## config.mk

```make
export PLATFORM = sky130hd
export DESIGN_NAME = eigrp_tlv_route_extractor_unit
export DESIGN_NICKNAME = d
export VERILOG_FILES = /design/src/rtl/core/etre_pkg.sv /design/src/rtl/core/etre_front.sv /design/src/rtl/core/etre_op_queue.sv /design/src/rtl/core/etre_back.sv /design/src/rtl/core/eigrp_tlv_route_extractor_unit.sv
export SDC_FILE = /design/constraint.sdc
export NUM_CORES = 1
export LEC_CHECK = 0
export BUFFER_PORTS_ARGS = -buffer_cell sky130_fd_sc_hd__buf_2
export CORE_ASPECT_RATIO = 2
export CORE_MARGIN = 8
export CORE_UTILIZATION = 59
export CTS_CLUSTER_DIAMETER = 40
export DETAILED_ROUTE_END_ITERATION = 12
export PLACE_DENSITY_LB_ADDON = 0.1
export SLEW_MARGIN = 10
export SYNTH_ARGS = -nofsm -noshare
export SYNTH_HDL_FRONTEND = slang
export SYNTH_HIERARCHICAL = 1
export SYNTH_SLANG_ARGS = --single-unit
```

## constraint.sdc

```tcl
create_clock -name clk -period 32.9 [get_ports clk]
set_input_delay 4.935 -clock clk [delete_from_list [all_inputs] [get_ports clk]]
set_output_delay 4.935 -clock clk [all_outputs]
set_load 0.01 [all_outputs]
```

## src/rtl/core/etre_pkg.sv

```systemverilog
// Shared types and constants for the EIGRP TLV route extractor.
`timescale 1ns / 1ps
`default_nettype none

package etre_pkg;

  // One packet byte as it arrives on the input channel.
  typedef struct packed {
    logic [7:0] data_byte;
    logic       packet_last;
  } etre_in_t;

  // One extracted record as it leaves on the output channel.
  typedef struct packed {
    logic [1:0]  record_kind;
    logic [7:0]  opcode_value;
    logic [15:0] as_number;
    logic [15:0] router_id;
    logic [31:0] header_flags;
    logic [31:0] value_a;
    logic [31:0] value_b;
    logic [31:0] value_c;
    logic [23:0] route_mtu;
    logic [7:0]  route_hops;
    logic [7:0]  prefix_length;
    logic [31:0] destination;
  } etre_out_t;

  typedef enum logic [1:0] {
    MODE_HEADER,
    MODE_UPDATE,
    MODE_HELLO,
    MODE_SKIP
  } parse_mode_t;

  // What the back end does with the byte carried in an operation.
  typedef enum logic [2:0] {
    ACT_NONE,
    ACT_OPCODE,
    ACT_FLAGS,
    ACT_IDENT,
    ACT_CLEAR,
    ACT_WORD,
    ACT_PREFIX,
    ACT_DEST
  } byte_act_t;

  // Classified byte passed from the front end to the back end.
  typedef struct packed {
    logic [7:0] data;
    byte_act_t  act;
    logic [1:0] idx;
    logic       emit;
    logic [1:0] kind;
  } byte_op_t;

  typedef struct packed {
    logic full;
    logic empty;
  } q_status_t;

  localparam logic [1:0] KIND_HEADER  = 2'd0;
  localparam logic [1:0] KIND_ROUTE   = 2'd1;
  localparam logic [1:0] KIND_PARAMS  = 2'd2;
  localparam logic [1:0] KIND_VERSION = 2'd3;

  localparam logic [7:0]  OPC_UPDATE    = 8'd1;
  localparam logic [7:0]  OPC_HELLO     = 8'd5;
  localparam logic [15:0] ROUTE_TYPE    = 16'h0102;
  localparam logic [15:0] ROUTE_MIN_LEN = 16'd25;
  localparam logic [4:0]  HDR_LAST_POS  = 5'd19;

  localparam int Q_DEPTH = 4;
  localparam int Q_AW    = 2;
  localparam int Q_CW    = 3;

endpackage

`default_nettype wire

```

## src/rtl/core/etre_front.sv

```systemverilog
// Front end: tracks packet position and classifies each byte into an operation.
`timescale 1ns / 1ps
`default_nettype none

module etre_front (
  input  wire logic              clk,
  input  wire logic              rst,
  input  wire logic              byte_valid,
  input  wire etre_pkg::etre_in_t byte_data,
  input  wire logic              q_full,
  output logic                   push,
  output etre_pkg::byte_op_t     op
);

  etre_pkg::parse_mode_t mode, mode_next;
  logic [4:0]  pos, pos_next;
  logic [15:0] off, off_next;
  logic [15:0] tlv_type, tlv_type_next;
  logic [15:0] tlv_len, tlv_len_next;
  logic        phase, phase_next;
  logic [7:0]  opcode, opcode_next;

  logic        accept;
  logic [7:0]  b;
  logic [16:0] off_p1;
  logic [15:0] len_full;
  logic [1:0]  word_sel;
  logic        is_route;

  assign accept   = byte_valid && !q_full;
  assign b        = byte_data.data_byte;
  assign off_p1   = {1'b0, off} + 17'd1;
  assign len_full = {tlv_len[15:8], b};
  assign word_sel = off[3:2] - 2'd1;
  assign is_route = (tlv_type == etre_pkg::ROUTE_TYPE);

  always_comb begin
    mode_next     = mode;
    pos_next      = pos;
    off_next      = off;
    tlv_type_next = tlv_type;
    tlv_len_next  = tlv_len;
    phase_next    = phase;
    opcode_next   = opcode;
    op.data       = b;
    op.act        = etre_pkg::ACT_NONE;
    op.idx        = 2'd0;
    op.emit       = 1'b0;
    op.kind       = etre_pkg::KIND_HEADER;

    unique case (mode)
      etre_pkg::MODE_HEADER: begin
        if (pos == 5'd1) begin
          opcode_next = b;
          op.act      = etre_pkg::ACT_OPCODE;
        end else if (pos >= 5'd4 && pos <= 5'd7) begin
          op.act = etre_pkg::ACT_FLAGS;
        end else if (pos >= 5'd16 && pos <= 5'd19) begin
          op.act = etre_pkg::ACT_IDENT;
        end
        if (pos >= etre_pkg::HDR_LAST_POS) begin
          pos_next   = 5'd0;
          off_next   = 16'd0;
          phase_next = 1'b0;
          op.emit    = 1'b1;
          op.kind    = etre_pkg::KIND_HEADER;
          if (opcode_next == etre_pkg::OPC_UPDATE) begin
            mode_next = etre_pkg::MODE_UPDATE;
          end else if (opcode_next == etre_pkg::OPC_HELLO) begin
            mode_next = etre_pkg::MODE_HELLO;
          end else begin
            mode_next = etre_pkg::MODE_SKIP;
          end
        end else begin
          pos_next = pos + 5'd1;
        end
      end
      etre_pkg::MODE_UPDATE: begin
        if (off == 16'd0) begin
          op.act        = etre_pkg::ACT_CLEAR;
          tlv_type_next = {b, 8'h00};
          off_next      = 16'd1;
        end else if (off == 16'd1) begin
          tlv_type_next = {tlv_type[15:8], b};
          off_next      = 16'd2;
        end else if (off == 16'd2) begin
          tlv_len_next = {b, 8'h00};
          off_next     = 16'd3;
        end else if (off == 16'd3) begin
          tlv_len_next = len_full;
          // A length too small to cover its own TLV header abandons the packet.
          if (len_full < 16'd4) begin
            mode_next = etre_pkg::MODE_SKIP;
            off_next  = 16'd0;
          end else if (len_full == 16'd4) begin
            off_next = 16'd0;
          end else begin
            off_next = 16'd4;
          end
        end else begin
          if (is_route) begin
            if (off <= 16'd19) begin
              op.act = etre_pkg::ACT_WORD;
              op.idx = word_sel;
            end else if (off == 16'd24) begin
              op.act = etre_pkg::ACT_PREFIX;
            end else if (off >= 16'd25 && off <= 16'd28) begin
              op.act = etre_pkg::ACT_DEST;
              op.idx = off[1:0] - 2'd1;
            end
          end
          if (off_p1 >= {1'b0, tlv_len}) begin
            off_next = 16'd0;
            if (is_route && tlv_len >= etre_pkg::ROUTE_MIN_LEN) begin
              op.emit = 1'b1;
              op.kind = etre_pkg::KIND_ROUTE;
            end
          end else begin
            off_next = off_p1[15:0];
          end
        end
      end
      etre_pkg::MODE_HELLO: begin
        if (off == 16'd0) begin
          op.act = etre_pkg::ACT_CLEAR;
        end
        if (!phase) begin
          if (off >= 16'd4 && off <= 16'd7) begin
            op.act = etre_pkg::ACT_WORD;
            op.idx = 2'd0;
          end else if (off == 16'd8 || off == 16'd9) begin
            op.act = etre_pkg::ACT_WORD;
            op.idx = 2'd1;
          end else if (off == 16'd10 || off == 16'd11) begin
            op.act = etre_pkg::ACT_WORD;
            op.idx = 2'd2;
          end
          if (off >= 16'd11) begin
            off_next   = 16'd0;
            phase_next = 1'b1;
            op.emit    = 1'b1;
            op.kind    = etre_pkg::KIND_PARAMS;
          end else begin
            off_next = off_p1[15:0];
          end
        end else begin
          if (off >= 16'd4 && off <= 16'd7) begin
            op.act = etre_pkg::ACT_WORD;
            op.idx = 2'd0;
          end
          if (off >= 16'd7) begin
            off_next   = 16'd0;
            phase_next = 1'b0;
            mode_next  = etre_pkg::MODE_SKIP;
            op.emit    = 1'b1;
            op.kind    = etre_pkg::KIND_VERSION;
          end else begin
            off_next = off_p1[15:0];
          end
        end
      end
      etre_pkg::MODE_SKIP: begin
      end
      default: begin
      end
    endcase

    // The last byte of a packet always returns the parser to the header.
    if (byte_data.packet_last) begin
      mode_next  = etre_pkg::MODE_HEADER;
      pos_next   = 5'd0;
      off_next   = 16'd0;
      phase_next = 1'b0;
    end
  end

  // Bytes that change nothing downstream are not queued.
  assign push = accept && (op.act != etre_pkg::ACT_NONE || op.emit);

  always_ff @(posedge clk) begin
    if (rst) begin
      mode     <= etre_pkg::MODE_HEADER;
      pos      <= 5'd0;
      off      <= 16'd0;
      tlv_type <= 16'd0;
      tlv_len  <= 16'd0;
      phase    <= 1'b0;
      opcode   <= 8'd0;
    end else if (accept) begin
      mode     <= mode_next;
      pos      <= pos_next;
      off      <= off_next;
      tlv_type <= tlv_type_next;
      tlv_len  <= tlv_len_next;
      phase    <= phase_next;
      opcode   <= opcode_next;
    end
  end

endmodule

`default_nettype wire

```

## src/rtl/core/etre_op_queue.sv

```systemverilog
// Short queue of classified byte operations between the front and back ends.
`timescale 1ns / 1ps
`default_nettype none

module etre_op_queue (
  input  wire logic               clk,
  input  wire logic               rst,
  input  wire logic               push,
  input  wire etre_pkg::byte_op_t push_op,
  input  wire logic               pop,
  output etre_pkg::byte_op_t      head,
  output etre_pkg::q_status_t     status
);

  etre_pkg::byte_op_t entries [etre_pkg::Q_DEPTH];
  logic [etre_pkg::Q_AW-1:0] wr_ptr;
  logic [etre_pkg::Q_AW-1:0] rd_ptr;
  logic [etre_pkg::Q_CW-1:0] count;
  logic                      do_push;
  logic                      do_pop;

  assign status.full  = (count == etre_pkg::Q_CW'(etre_pkg::Q_DEPTH));
  assign status.empty = (count == '0);
  assign do_push      = push && !status.full;
  assign do_pop       = pop && !status.empty;
  assign head         = entries[rd_ptr];

  always_ff @(posedge clk) begin
    if (do_push) begin
      entries[wr_ptr] <= push_op;
    end
  end

  always_ff @(posedge clk) begin
    if (rst) begin
      wr_ptr <= '0;
      rd_ptr <= '0;
      count  <= '0;
    end else begin
      if (do_push) begin
        wr_ptr <= wr_ptr + etre_pkg::Q_AW'(1);
      end
      if (do_pop) begin
        rd_ptr <= rd_ptr + etre_pkg::Q_AW'(1);
      end
      if (do_push && !do_pop) begin
        count <= count + etre_pkg::Q_CW'(1);
      end else if (do_pop && !do_push) begin
        count <= count - etre_pkg::Q_CW'(1);
      end
    end
  end

endmodule

`default_nettype wire

```

## src/rtl/core/etre_back.sv

```systemverilog
// Back end: applies byte operations to the field registers and builds records.
`timescale 1ns / 1ps
`default_nettype none

module etre_back (
  input  wire logic               clk,
  input  wire logic               rst,
  input  wire etre_pkg::byte_op_t head,
  input  wire etre_pkg::q_status_t q_status,
  output logic                    pop,
  output logic                    rec_valid,
  input  wire logic               rec_stall,
  output etre_pkg::etre_out_t     rec_data
);

  logic [7:0]  opcode, opcode_next;
  logic [31:0] flags, flags_next;
  logic [31:0] ident, ident_next;
  logic [31:0] words [4];
  logic [31:0] words_next [4];
  logic [31:0] dest, dest_next;
  logic [7:0]  prefix, prefix_next;

  logic               out_free;
  etre_pkg::etre_out_t rec;

  assign out_free = !rec_valid || !rec_stall;
  assign pop      = !q_status.empty && (!head.emit || out_free);

  always_comb begin
    opcode_next = opcode;
    flags_next  = flags;
    ident_next  = ident;
    words_next  = words;
    dest_next   = dest;
    prefix_next = prefix;
    unique case (head.act)
      etre_pkg::ACT_OPCODE: opcode_next = head.data;
      etre_pkg::ACT_FLAGS:  flags_next  = {flags[23:0], head.data};
      etre_pkg::ACT_IDENT:  ident_next  = {ident[23:0], head.data};
      etre_pkg::ACT_CLEAR: begin
        words_next[0] = 32'd0;
        words_next[1] = 32'd0;
        words_next[2] = 32'd0;
        words_next[3] = 32'd0;
        dest_next     = 32'd0;
        prefix_next   = 8'd0;
      end
      etre_pkg::ACT_WORD: begin
        words_next[head.idx] = {words[head.idx][23:0], head.data};
      end
      etre_pkg::ACT_PREFIX: prefix_next = head.data;
      etre_pkg::ACT_DEST: begin
        // Destination bytes land first byte on top; unwritten bytes stay zero.
        dest_next = dest | ({24'd0, head.data} << {2'd3 - head.idx, 3'b000});
      end
      default: begin
      end
    endcase
  end

  always_comb begin
    rec.record_kind   = head.kind;
    rec.opcode_value  = opcode_next;
    rec.as_number     = ident_next[15:0];
    rec.router_id     = ident_next[31:16];
    rec.header_flags  = flags_next;
    rec.value_a       = 32'd0;
    rec.value_b       = 32'd0;
    rec.value_c       = 32'd0;
    rec.route_mtu     = 24'd0;
    rec.route_hops    = 8'd0;
    rec.prefix_length = 8'd0;
    rec.destination   = 32'd0;
    unique case (head.kind)
      etre_pkg::KIND_ROUTE: begin
        rec.value_a       = words_next[0];
        rec.value_b       = words_next[1];
        rec.value_c       = words_next[2];
        rec.route_mtu     = words_next[3][31:8];
        rec.route_hops    = words_next[3][7:0];
        rec.prefix_length = prefix_next;
        rec.destination   = dest_next;
      end
      etre_pkg::KIND_PARAMS: begin
        rec.value_a = words_next[0];
        rec.value_b = words_next[1];
        rec.value_c = words_next[2];
      end
      etre_pkg::KIND_VERSION: begin
        rec.value_a = words_next[0];
      end
      default: begin
      end
    endcase
  end

  always_ff @(posedge clk) begin
    if (pop) begin
      opcode <= opcode_next;
      flags  <= flags_next;
      ident  <= ident_next;
      words  <= words_next;
      dest   <= dest_next;
      prefix <= prefix_next;
    end
    if (pop && head.emit) begin
      rec_data <= rec;
    end
  end

  always_ff @(posedge clk) begin
    if (rst) begin
      rec_valid <= 1'b0;
    end else if (pop && head.emit) begin
      rec_valid <= 1'b1;
    end else if (!rec_stall) begin
      rec_valid <= 1'b0;
    end
  end

endmodule

`default_nettype wire

```

## src/rtl/core/eigrp_tlv_route_extractor_unit.sv

```systemverilog
// A completing byte passes the operation queue, then the output register.
// Throughput: one packet byte per cycle; the four-entry operation queue absorbs
// short output stalls, and the input stalls only when that queue is full.
// Reset (synchronous, active high) puts the parser at the start of a header and
// empties the queue and the output register.
`timescale 1ns / 1ps
`default_nettype none

module eigrp_tlv_route_extractor_unit (
  input  wire logic               clk,
  input  wire logic               rst,
  input  wire logic               byte_valid,
  output logic                    byte_stall,
  input  wire etre_pkg::etre_in_t byte_data,
  output logic                    rec_valid,
  input  wire logic               rec_stall,
  output etre_pkg::etre_out_t     rec_data
);

  logic                push;
  etre_pkg::byte_op_t  push_op;
  logic                pop;
  etre_pkg::byte_op_t  head;
  etre_pkg::q_status_t q_status;

  assign byte_stall = q_status.full;

  etre_front u_front (
    .clk       (clk),
    .rst       (rst),
    .byte_valid(byte_valid),
    .byte_data (byte_data),
    .q_full    (q_status.full),
    .push      (push),
    .op        (push_op)
  );

  etre_op_queue u_queue (
    .clk    (clk),
    .rst    (rst),
    .push   (push),
    .push_op(push_op),
    .pop    (pop),
    .head   (head),
    .status (q_status)
  );

  etre_back u_back (
    .clk      (clk),
    .rst      (rst),
    .head     (head),
    .q_status (q_status),
    .pop      (pop),
    .rec_valid(rec_valid),
    .rec_stall(rec_stall),
    .rec_data (rec_data)
  );

`ifndef NO_ASSERTIONS
  // The front end must never hand an operation to a full queue.
  a_no_push_when_full: assert property (@(posedge clk) disable iff (rst)
    q_status.full |-> !push)
    else $error("operation pushed into a full queue");

  // A record may only be loaded while the output register is free.
  a_emit_into_free_slot: assert property (@(posedge clk) disable iff (rst)
    (pop && head.emit) |-> (!rec_valid || !rec_stall))
    else $error("record overwrote a stalled output");

  // A new record always comes from an operation that was waiting in the queue.
  a_record_from_queue: assert property (@(posedge clk) disable iff (rst)
    $rose(rec_valid) |-> $past(!q_status.empty))
    else $error("record appeared without a queued operation");
`endif

endmodule

`default_nettype wire

```

==> results of run 1 <==
-- per-stage QoR --
stage               hold slack (ns)  instances  setup WS [ns]
floorplan                     0.426       1877           7.87
global placement              0.435       2571          25.07
detailed placement            0.444       2571          25.02
CTS                           0.453       2671          25.63
global route                  0.474       2671          25.49
finish                        0.453       2671          25.65
-- cell usage after synthesis, types with 20 or more instances --
library cell	instances
nor2_1	127
clkbuf_1	43
ha_1	38
mux2i_1	20
a21oi_1	62
nand2_1	124
buf_4	32
inv_1	38
a22o_1	195
dfxtp_1	74
edfxtp_1	546
mux2_2	72
nand3_1	122
buf_2	44
a31oi_1	78
-- routing by layer --
| layer | global-route usage [%] | routed length (um) | part of all wire [%] |
|---|---|---|---|
| met5 | 0 | 0 | 0 |
| met4 | 9.07 | 2220 | 3.7 |
| met3 | 5.35 | 5190 | 8.6 |
| met2 | 34.7 | 27800 | 46 |
| met1 | 30.5 | 25400 | 42 |
-- logic make-up after synthesis --
| logic type | Yosys count | synth area share [%] |
|---|---|---|
| AO/OA/AOI/OAI | 410 | 11.7 |
| XOR/XNOR | 23 | 0.757 |
| adder cells (fa/ha/maj) | 39 | 1.86 |
| buffers and inverters | 177 | 3.62 |
| flip-flops | 620 | 67.2 |
| multiplexers | 108 | 5.16 |
| AND/OR/NAND/NOR | 500 | 9.70 |
-- sequential cells by signal, indices dropped and copies added (netlist names), 2 cells and up, named ones only --
register	count
u_back/rec_data	242
u_back/words	128
u_queue/entries	64
u_back/dest	32
u_back/flags	32
u_back/ident	32
u_front/off	16
u_front/tlv_len	16
u_front/tlv_type	16
u_back/opcode	8
u_back/prefix	8
u_front/opcode	8
u_front/pos	5
u_queue/count	3
u_front/mode	2
u_queue/rd_ptr	2
u_queue/wr_ptr	2
-- power by group through the flow --
stage / combinational [mW] / sequential [mW] / clock [mW]
6_report: 0.853 / 1.44 / 0.664
5_1_grt: 0.930 / 1.47 / 0.703
3_5_place_dp: 0.856 / 1.46 / 0
3_3_place_gp: 0.839 / 1.45 / 0
4_1_cts: 0.861 / 1.44 / 0.678
2_1_floorplan: 0.544 / 1.60 / 0
-- worst min path at each step --
stage                                             end  slack [ns]                         startpoint  cells past startpoint
floorplan           u_front/tlv_type[15]$_SDFFE_PP0P_        0.43  u_front/tlv_type[15]$_SDFFE_PP0P_                      2
global placement    u_front/tlv_type[15]$_SDFFE_PP0P_        0.44  u_front/tlv_type[15]$_SDFFE_PP0P_                      2
detailed placement   u_front/tlv_type[6]$_SDFFE_PP0P_        0.44   u_front/tlv_type[6]$_SDFFE_PP0P_                      2
CTS                  u_front/tlv_type[6]$_SDFFE_PP0P_        0.45   u_front/tlv_type[6]$_SDFFE_PP0P_                      2
global route        u_front/tlv_type[10]$_SDFFE_PP0P_        0.47  u_front/tlv_type[10]$_SDFFE_PP0P_                      2
finish              u_front/tlv_type[11]$_SDFFE_PP0P_        0.45  u_front/tlv_type[11]$_SDFFE_PP0P_                      2
-- worst min-delay path, delay by kind of cell (launching register included) --
family / cells / cell delay, ns
flip-flops: 1 / 0.31
AND/OR/NAND/NOR: 1 / 0.05
AO/OA/AOI/OAI: 1 / 0.05
-- layout make-up --
type	count	area, um^2
Fill cell	3152	15000
Timing Repair Buffer	271	1410
Tap cell	560	701
Sequential cell	620	17900
Clock inverter	38	450
Inverter	40	150
Clock buffer	62	1400
Multi-Input combinational cell	1080	7790
==> results.tsv, run 1 <==
stage	metric	value	unit
sta	fin_worst_skew	0.0113	ns
setup_path	reg2reg_from	u_front/off[0]$_SDFFE_PP0P_	
synth	synth_largest_area_cell	edfxtp_1	
layout	areaGrowthSynthToFinish	12.0	%
synth	avgSynthCellArea	14.2	um^2
layout	final_cell_mix	edfxtp_1 (546), buf_2 (256), a22o_1 (195), nor2_1 (126), nand2_1 (124)	
power_and_ir_drop	swShare	33.1	%
synth	ys_ff_latch	620	
detailed_routing	routed-via-count	16700	
setup_path	crit_path_end	u_back/rec_data[195]$_DFFE_PP_	
detailed_routing	drc	0	
sta	rsz0062_at_grt	false	
die	io_pins	257	
cts	cts_max_level	2	
power_and_ir_drop	p_int	1.98	mW
setup_path	crit_buf_inv	3	
setup_path	slowest_stage	buf_4	
cts	clock-root-buffer	clkbuf_16	
layout	stdcell_area	0.0298	mm^2
cts	cts_tree	built	
detailed_routing	via_per_inst	6.24	
global_route	antenna_found_initial	0	
synth	synth_seq_area_share	67.2	%
detailed_routing	drt-total-wl	60700	um
detailed_routing	detail-route-antenna-nets	0	
synth	synth.distinct_cells	83	
setup_path	cp.required	33.11	ns
power_and_ir_drop	p_seq_share	48.7	%
synth	yosys_warnings	6	
sta	fmax	138	MHz
setup_path	rrSetupSlack	27.23	ns
synth	synth_area_leaders	edfxtp_1 (62%), a22o_1 (6.4%), dfxtp_1 (5.6%)	
setup_path	cp-start-kind	input port	
run	maxCapViolCount	0	
cts	clk_latency	0.58	ns
sta	worstMarginPinSlew	1.27	ns
power_and_ir_drop	p_leak	10.9	nW
cts	clkSinkCount	620	
setup_path	crit_cells	5	
die	num_rows	110	
cts	path_clk_slew	0.07	ns
sta	hold_violations	0	
setup_path	cpMostUsedCell	buf_4	
place	place_area	0.0279	mm^2
die	core-area	0.0447	mm^2
layout	final_util	66.6	%
setup_path	critPathMaxFanout	59	
die	die_h	316	um
detailed_routing	detail_route.iter0.violations	1487	
sta	setup_tns	0	ns
cts	hold_buffers	0	
power_and_ir_drop	clockPowerShare	22.4	%
die	die_x	166	um
layout	drive_above_1_share	22.5	%
synth	async_flop_share	0	%
synth	synth_flop_cell	edfxtp_1	
setup_path	critPathArrivalTime	7.46	ns
global_route	grt_pass1_vias	16100	
setup_path	critPathMaxStageDelay	0.75	ns
power_and_ir_drop	combinationalPowerShare	28.8	%
setup_path	startpoint	rec_stall	
setup_path	rr_endpoint	u_queue/count[2]$_SDFFE_PP0P_	
cts	clock_path_buffers	3	
cts	post_cts_buffers	0	
global_route	grt_pass1_wl	93500	um
setup_path	crit_family	buffers and inverters	
power_and_ir_drop	powerDensity	99.4	mW/mm^2
die	start_util	59.5	%
power_and_ir_drop	finalPower	2.96	mW
layout	antenna_cells	0	
setup_path	setup.worst_path.class	input port to flip-flop	
cts	cts_resized	0	
global_route	grt_max_degree	166	
layout	layout_commonest_cell	edfxtp_1	
synth	synth-edff-count	546	
sta	drv_slew	0	
sta	slew_headroom	14.4	%
detailed_routing	wl_per_cell	22.7	um
detailed_routing	firstDrtPassIters	7	
min_path	hp-class	flip-flop to flip-flop	
place	port-buffer-count	256	
layout	fin_nets	2118	
synth	synth_top_area_share	61.6	%
synth	netlist_instances	1877	
status	status	finished clean	
setup_path	end_kind	flip-flop	
place	dp_hpwl	38600	um
place	place_congestion	0.832	
cts	cts_made_buffers	53	
die	dieArea	0.0525	mm^2
sta	post-route-period-util	22.0	%
global_route	overflow	0	
setup_path	path_cells	buf_2 > a31oi_4 > and2_4 > buf_4 > buf_4	
setup_path	rr_worst_depth	20	
sta	finalSetupViolCount	0	
synth	synth_nets	1929	
synth	synth_area	0.0266	mm^2
power_and_ir_drop	power_switching	981	uW
global_route	grt_use_total	22.5	%
sta	period_needed	7.25	ns
power_and_ir_drop	ir_drop	0.0000919	V
Power figures use the tool's default switching activity.
==> inputs of run 2 (changes only) <==
==> constraint.sdc (replaced) <==
create_clock -name clk -period 7.55 [get_ports clk]
set_input_delay 1.1325 -clock clk [delete_from_list [all_inputs] [get_ports clk]]
set_output_delay 1.1325 -clock clk [all_outputs]
set_load 0.01 [all_outputs]
==> results.tsv, run 2 (same netlist as run 1, synthesis figures left out) <==
stage	metric	value	unit	change
power_and_ir_drop	powerDensity	431	mW/mm^2	+330%
setup_path	reg2reg_from	u_front/off[0]$_SDFFE_PP0P_		
run	maxCapViolCount	0		unchanged
die	dieArea	0.0525	mm^2	unchanged
min_path	hp-class	flip-flop to flip-flop		
global_route	overflow	0		unchanged
detailed_routing	detail-route-antenna-nets	0		unchanged
detailed_routing	firstDrtPassIters	5		-2
layout	n_fill_cell	3202		+1.6%
power_and_ir_drop	swShare	33.4	%	+0.33 points
cts	cts_resized	0		unchanged
min_path	holdPathStages	2		unchanged
sta	rsz0062_at_grt	false		
setup_path	critPathArrivalTime	5.93	ns	-1.53 ns
layout	final_util	66.6	%	about the same
cts	path_clk_slew	0.07	ns	about the same
cts	clkSinkCount	620		unchanged
power_and_ir_drop	p_int	8.54	mW	+330%
sta	worstMarginPinSlew	1.25	ns	-0.0173 ns
power_and_ir_drop	clockPowerShare	22.2	%	-0.2 points
detailed_routing	via_per_inst	6.26		+0.20%
sta	post-route-period-util	71.7	%	
layout	largest_reg_flops	242		unchanged
global_route	grt_use_total	22.4	%	-0.073 points
place	place_area	0.0279	mm^2	about the same
detailed_routing	wl_per_cell	22.8	um	+0.24%
setup_path	rr_endpoint	u_queue/count[2]$_SDFFE_PP0P_		
power_and_ir_drop	p_leak	10.9	nW	-0.20%
power_and_ir_drop	ir_drop	0.000380	V	+310%
global_route	antenna_found_initial	0		unchanged
power_and_ir_drop	combinationalPowerShare	28.6	%	-0.2 points
die	core-area	0.0447	mm^2	unchanged
die	die_x	166	um	unchanged
setup_path	cp-start-kind	flip-flop		
detailed_routing	detail_route.iter0.violations	1517		+2.0%
global_route	grt_pass1_vias	15900		-1.4%
layout	largestRegisters	u_back/rec_data x242, u_back/words x128, u_queue/entries x64		
layout	drive_above_1_share	22.8	%	+0.23 points
cts	post_cts_buffers	0		unchanged
layout	fin_nets	2119		+0.047%
die	num_rows	110		unchanged
sta	slew_headroom	16.5	%	+2.2 points
layout	final_cell_mix	edfxtp_1 (546), buf_2 (256), a22o_1 (195), nor2_1 (126), nand2_1 (124)		
sta	fmax	185	MHz	
min_path	hp-start	u_front/tlv_type[9]$_SDFFE_PP0P_		
layout	layout_commonest_cell	edfxtp_1		
layout	antenna_cells	0		unchanged
detailed_routing	drt-total-wl	60800	um	+0.28%
cts	cts_max_level	2		unchanged
cts	cts_made_buffers	54		+1.9%
cts	clock-root-buffer	clkbuf_16		
die	io_pins	257		unchanged
cts	clock_path_buffers	3		unchanged
die	start_util	59.5	%	unchanged
power_and_ir_drop	finalPower	12.8	mW	+330%
sta	hold_violations	0		unchanged
layout	largest_register	u_back/rec_data		
sta	period_needed	5.41	ns	
layout	stdcell_area	0.0298	mm^2	about the same
status	status	finished clean		
detailed_routing	routed-via-count	16700		+0.24%
setup_path	setup.worst_path.class	flip-flop to flip-flop		
global_route	grt_pass1_wl	93100	um	-0.44%
setup_path	rrSetupSlack	2.14	ns	-25.09 ns
power_and_ir_drop	power_switching	4.29	mW	+340%
setup_path	end_kind	flip-flop		
global_route	grt_max_degree	156		-6.0%
layout	areaGrowthSynthToFinish	11.9	%	about the same
sta	finalSetupViolCount	0		unchanged
layout	seqCellArea	0.0179	mm^2	about the same
setup_path	cp.required	8.07	ns	-25.04 ns
place	place_congestion	0.878		+5.5%
sta	fin_worst_skew	0.0305	ns	+0.0192 ns
place	dp_hpwl	38300	um	-0.54%
detailed_routing	drc	0		unchanged
min_path	whs_endpoint	u_front/tlv_type[9]$_SDFFE_PP0P_		
place	port-buffer-count	256		unchanged
die	die_h	316	um	unchanged
layout	multiInputGateArea	0.00779	mm^2	unchanged
setup_path	rr_worst_depth	20		unchanged
cts	clk_latency	0.60	ns	+0.02 ns
sta	drv_slew	0		unchanged
power_and_ir_drop	p_seq_share	49.2	%	+0.5 points
cts	cts_tree	built		
cts	hold_buffers	0		unchanged
setup_path	critPathMaxFanout	8		-86%
==> run 2: layer usage <==
metal  global-route usage (%)  up-vias  part of all wire, %
met5                        0        -                    0
met4                     6.79        0                  2.2
met3                     5.35       76                  8.6
met2                     35.1      720                   47
met1                     30.8     8247                   43
li1                         -     7673                    -
==> run 2: cell type report <==
type | instances | share of cell area, %
clock buffer | 62 | 4.81
multi-input combinational | 1080 | 26.2
timing repair buffer | 271 | 4.77
sequential | 620 | 60.0
clock inverter | 39 | 1.35
tap | 560 | 2.35
inverter | 40 | 0.504
==> run 2: worst max-delay path by stage <==
stage                                           start                                to  cells past startpoint
after CTS                 u_front/off[0]$_SDFFE_PP0P_     u_queue/count[2]$_SDFFE_PP0P_                     20
after floorplan                             flip-flop  u_back/rec_data[0]$_SDFFCE_PP0P_                      5
final                     u_front/off[0]$_SDFFE_PP0P_     u_queue/count[2]$_SDFFE_PP0P_                     20
after detailed placement  u_front/off[0]$_SDFFE_PP0P_     u_queue/count[2]$_SDFFE_PP0P_                     20
after global placement    u_front/off[0]$_SDFFE_PP0P_     u_queue/count[2]$_SDFFE_PP0P_                     20
after global routing      u_front/off[0]$_SDFFE_PP0P_     u_queue/count[2]$_SDFFE_PP0P_                     20
==> run 2: power groups by stage <==
stage | clock network (mW) | logic, mW | registers [mW]
detailed placement | 0 | 3.68 | 6.37
finish | 2.84 | 3.67 | 6.31
global route | 3.02 | 3.98 | 6.43
global placement | 0 | 3.62 | 6.34
floorplan | 0 | 2.38 | 6.56
CTS | 2.92 | 3.70 | 6.31
==> run 2: worst max-delay path: stages, from the launching register on <==
cell and delay [ns]:
dfxtp_1 0.47, nand3_1 0.26, nor3_1 0.49, nand3_1 0.28, nor2_1 0.38, and3_1 0.25
xnor2_1 0.07, ha_1 0.31, nand3_1 0.11, a211oi_1 0.48, or2_2 0.26, a21oi_1 0.09
a311oi_1 0.28, inv_1 0.11, nor2_2 0.24, ha_1 0.22, inv_1 0.06, fa_1 0.37
xor2_1 0.16, or3_1 0.30, a21oi_1 0.14
==> run 2: through the flow <==
| step | setup slack, ns | std cells | setup TNS (ns) | hold WS [ns] |
|---|---|---|---|---|
| after detailed placement | 2.19 | 2571 | 0 | 0.442 |
| final | 2.14 | 2672 | 0 | 0.449 |
| after global placement | 2.31 | 2571 | 0 | 0.436 |
| after global routing | 1.54 | 2672 | 0 | 0.472 |
| after CTS | 2.19 | 2672 | 0 | 0.452 |
| after floorplan | -1.56 | 1877 | -376.48 | 0.426 |
==> inputs of run 3 (changes only) <==
--- a/config.mk
+++ b/config.mk
@@ -8,7 +8,7 @@
 export BUFFER_PORTS_ARGS = -buffer_cell sky130_fd_sc_hd__buf_2
 export CORE_ASPECT_RATIO = 2
 export CORE_MARGIN = 8
-export CORE_UTILIZATION = 59
+export CORE_UTILIZATION = 54
 export CTS_CLUSTER_DIAMETER = 40
 export DETAILED_ROUTE_END_ITERATION = 12
 export PLACE_DENSITY_LB_ADDON = 0.1
==> constraint.sdc (replaced) <==
create_clock -name clk -period 4.65 [get_ports clk]
set_input_delay 0.6975 -clock clk [delete_from_list [all_inputs] [get_ports clk]]
set_output_delay 0.6975 -clock clk [all_outputs]
set_load 0.01 [all_outputs]
==> results.tsv, run 3 (same netlist as run 1, synthesis figures left out) <==
stage	metric	value	unit	change
detailed_routing	detail_route.iter0.violations	1531		+0.92%
sta	hold_violations	0		unchanged
layout	largest_reg_flops	242		unchanged
power_and_ir_drop	swShare	33.1	%	-0.39 points
detailed_routing	via_per_inst	5.98		-4.3%
layout	fin_nets	2163		+2.1%
place	place_ws	0.188	ns	-2.01 ns
setup_path	cp.required	4.85	ns	-3.22 ns
detailed_routing	drc	0		unchanged
setup_path	critPathMaxFanout	16		+8
layout	areaGrowthSynthToFinish	14.0	%	
cts	cts_max_level	2		unchanged
setup_path	startpoint	u_front/off[2]$_SDFFE_PP0P_		
min_path	hp-class	input port to flip-flop		
place	port-buffer-count	256		unchanged
cts	clock_path_buffers	3		unchanged
die	num_rows	115		+4.5%
cts	cts_made_buffers	54		unchanged
sta	fin_worst_skew	0.0280	ns	-0.00254 ns
sta	worstMarginPinSlew	1.19	ns	-0.0601 ns
global_route	grt_use_total	21.1	%	-1.3 points
power_and_ir_drop	clockPowerShare	22.3	%	about the same
layout	n_fill_cell	3762		+17%
layout	largestRegisters	u_back/rec_data x242, u_back/words x128, u_queue/entries x64		
status	status	finished clean		
detailed_routing	drt-total-wl	62200	um	+2.3%
layout	multiInputGateArea	0.00782	mm^2	+0.37%
power_and_ir_drop	powerDensity	696	mW/mm^2	+62%
layout	seqCellArea	0.0179	mm^2	about the same
cts	cts_tree	built		
cts	clock-root-buffer	clkbuf_16		
layout	layout_commonest_cell	edfxtp_1		
setup_path	reg2reg_from	u_front/off[2]$_SDFFE_PP0P_		
cts	clk_latency	0.59	ns	about the same
sta	finalSetupViolCount	0		unchanged
power_and_ir_drop	ir_drop	0.000837	V	+120%
global_route	grt_pass1_wl	95700	um	+2.9%
layout	drive_above_1_share	24.8	%	+2.0 points
detailed_routing	wl_per_cell	22.2	um	-2.3%
run	maxCapViolCount	0		unchanged
cts	path_clk_slew	0.06	ns	about the same
sta	rsz0062_at_grt	false		
detailed_routing	routed-via-count	16800		+0.20%
cts	hold_buffers	0		unchanged
cts	cts_resized	0		unchanged
power_and_ir_drop	power_switching	6.98	mW	+63%
setup_path	rr_worst_depth	17		-15%
die	core-area	0.0489	mm^2	+9.4%
sta	drv_slew	0		unchanged
setup_path	setup.worst_path.class	flip-flop to flip-flop		
sta	fmax	229	MHz	+24%
die	die_h	330	um	+4.3%
setup_path	rr_endpoint	u_queue/entries[0][7]$_DFFE_PP_		
power_and_ir_drop	p_int	14.1	mW	+66%
setup_path	critPathArrivalTime	4.58	ns	-1.35 ns
sta	fin_ws	0.274	ns	-1.86 ns
setup_path	rrSetupSlack	0.27	ns	-1.86 ns
place	dp_hpwl	40600	um	+5.9%
cts	clkSinkCount	620		unchanged
layout	final_util	62.0	%	-4.6 points
sta	post-route-period-util	94.1	%	+22 points
sta	slew_headroom	19.6	%	+3.1 points
global_route	antenna_found_initial	2		+2
power_and_ir_drop	p_leak	11.1	nW	+2.5%
detailed_routing	firstDrtPassIters	6		+1
sta	period_needed	4.38	ns	-1.04 ns
setup_path	cp-start-kind	flip-flop		
die	start_util	54.4	%	-5.1 points
global_route	grt_pass1_vias	16300		+3.0%
layout	stdcell_count	2799		+4.8%
power_and_ir_drop	combinationalPowerShare	29.3	%	+0.7 points
power_and_ir_drop	p_seq_share	48.4	%	-0.8 points
place	place_congestion	0.844		-3.9%
layout	final_cell_mix	edfxtp_1 (546), buf_2 (256), a22o_1 (195), nor2_1 (125), nand2_1 (124)		
detailed_routing	detail-route-antenna-nets	0		unchanged
place	placed_cells	2698		+4.9%
setup_path	end_kind	flip-flop		
setup_path	crit_path_end	u_queue/entries[0][7]$_DFFE_PP_		
layout	antenna_cells	0		unchanged
die	io_pins	257		unchanged
global_route	overflow	0		unchanged
layout	largest_register	u_back/rec_data		
cts	post_cts_buffers	0		unchanged
global_route	grt_max_degree	137		-12%
die	die_x	173	um	+4.1%
die	dieArea	0.0570	mm^2	+8.6%
## run 3: cell count changes in the layout (fill, tap and decap cells not counted), sizes merged
| cell | delta |
|---|---|
| clkinv | -2 |
| clkbuf | +5 |
| inv | +1 |
| bufinv | +2 |
| buf | +44 |
| clkinvlp | -6 |
## run 3: per-stage QoR
step                      area, um^2  total power, mW  TNS [ns]  hold WS [ns]
after detailed placement       28400             16.5         0         0.441
after global routing           30300             22.2         0         0.420
after floorplan                26600             14.4  -1364.31         0.426
final                          30300             21.1         0         0.431
after CTS                      30300             21.3         0         0.400
after global placement         28400             16.4         0         0.435
## run 3: final cells by class
cell class              instances  share of cell area (%)
well taps                     643                    2.65
repair buffers                315                    5.85
inverters                      40                   0.495
multi-input cells            1080                    25.8
clock inverters                34                    1.33
clock buffers                  67                    4.89
flip-flops and latches        620                    59.0
## run 3: routing by layer
metal	vias to the layer above	wire [um]	track usage [%]
li1	7759	-	-
met1	8231	26700	28.5
met2	659	28700	32.9
met3	97	4990	5.25
met4	4	1770	7.34
met5	-	27	0
## run 3: worst min path at each step
stage                                                  from                           endpoint  slack, ns  cells after the start
after floorplan           u_front/tlv_type[15]$_SDFFE_PP0P_  u_front/tlv_type[15]$_SDFFE_PP0P_       0.43                      2
after global placement    u_front/tlv_type[15]$_SDFFE_PP0P_  u_front/tlv_type[15]$_SDFFE_PP0P_       0.44                      2
after detailed placement  u_front/tlv_type[15]$_SDFFE_PP0P_  u_front/tlv_type[15]$_SDFFE_PP0P_       0.44                      2
after CTS                                         rec_stall      u_back/rec_valid$_SDFFE_PP0P_       0.40                      3
after global routing                              rec_stall      u_back/rec_valid$_SDFFE_PP0P_       0.42                      3
final                                             rec_stall      u_back/rec_valid$_SDFFE_PP0P_       0.43                      3
## run 3: power groups by stage
| stage | Combinational [mW] | Sequential [mW] | Clock [mW] |
|---|---|---|---|
| floorplan | 3.83 | 10.6 | 0 |
| global placement | 6.12 | 10.3 | 0 |
| detailed placement | 6.21 | 10.3 | 0 |
| CTS | 6.23 | 10.2 | 4.83 |
| global route | 6.73 | 10.4 | 5.01 |
| finish | 6.19 | 10.2 | 4.71 |
## run 3: critical path, cell delays in order (launching register included)
cell	delay (ns)
dfxtp_2	0.35
ha_1	0.21
and4_1	0.23
and3_1	0.23
and3_1	0.20
xor2_1	0.16
ha_1	0.31
nand4_1	0.14
nor4b_1	0.30
o21bai_1	0.13
nand2_1	0.09
or2_2	0.16
a21oi_1	0.10
a311oi_2	0.28
inv_1	0.10
nor2_2	0.14
buf_4	0.15
and2_1	0.70
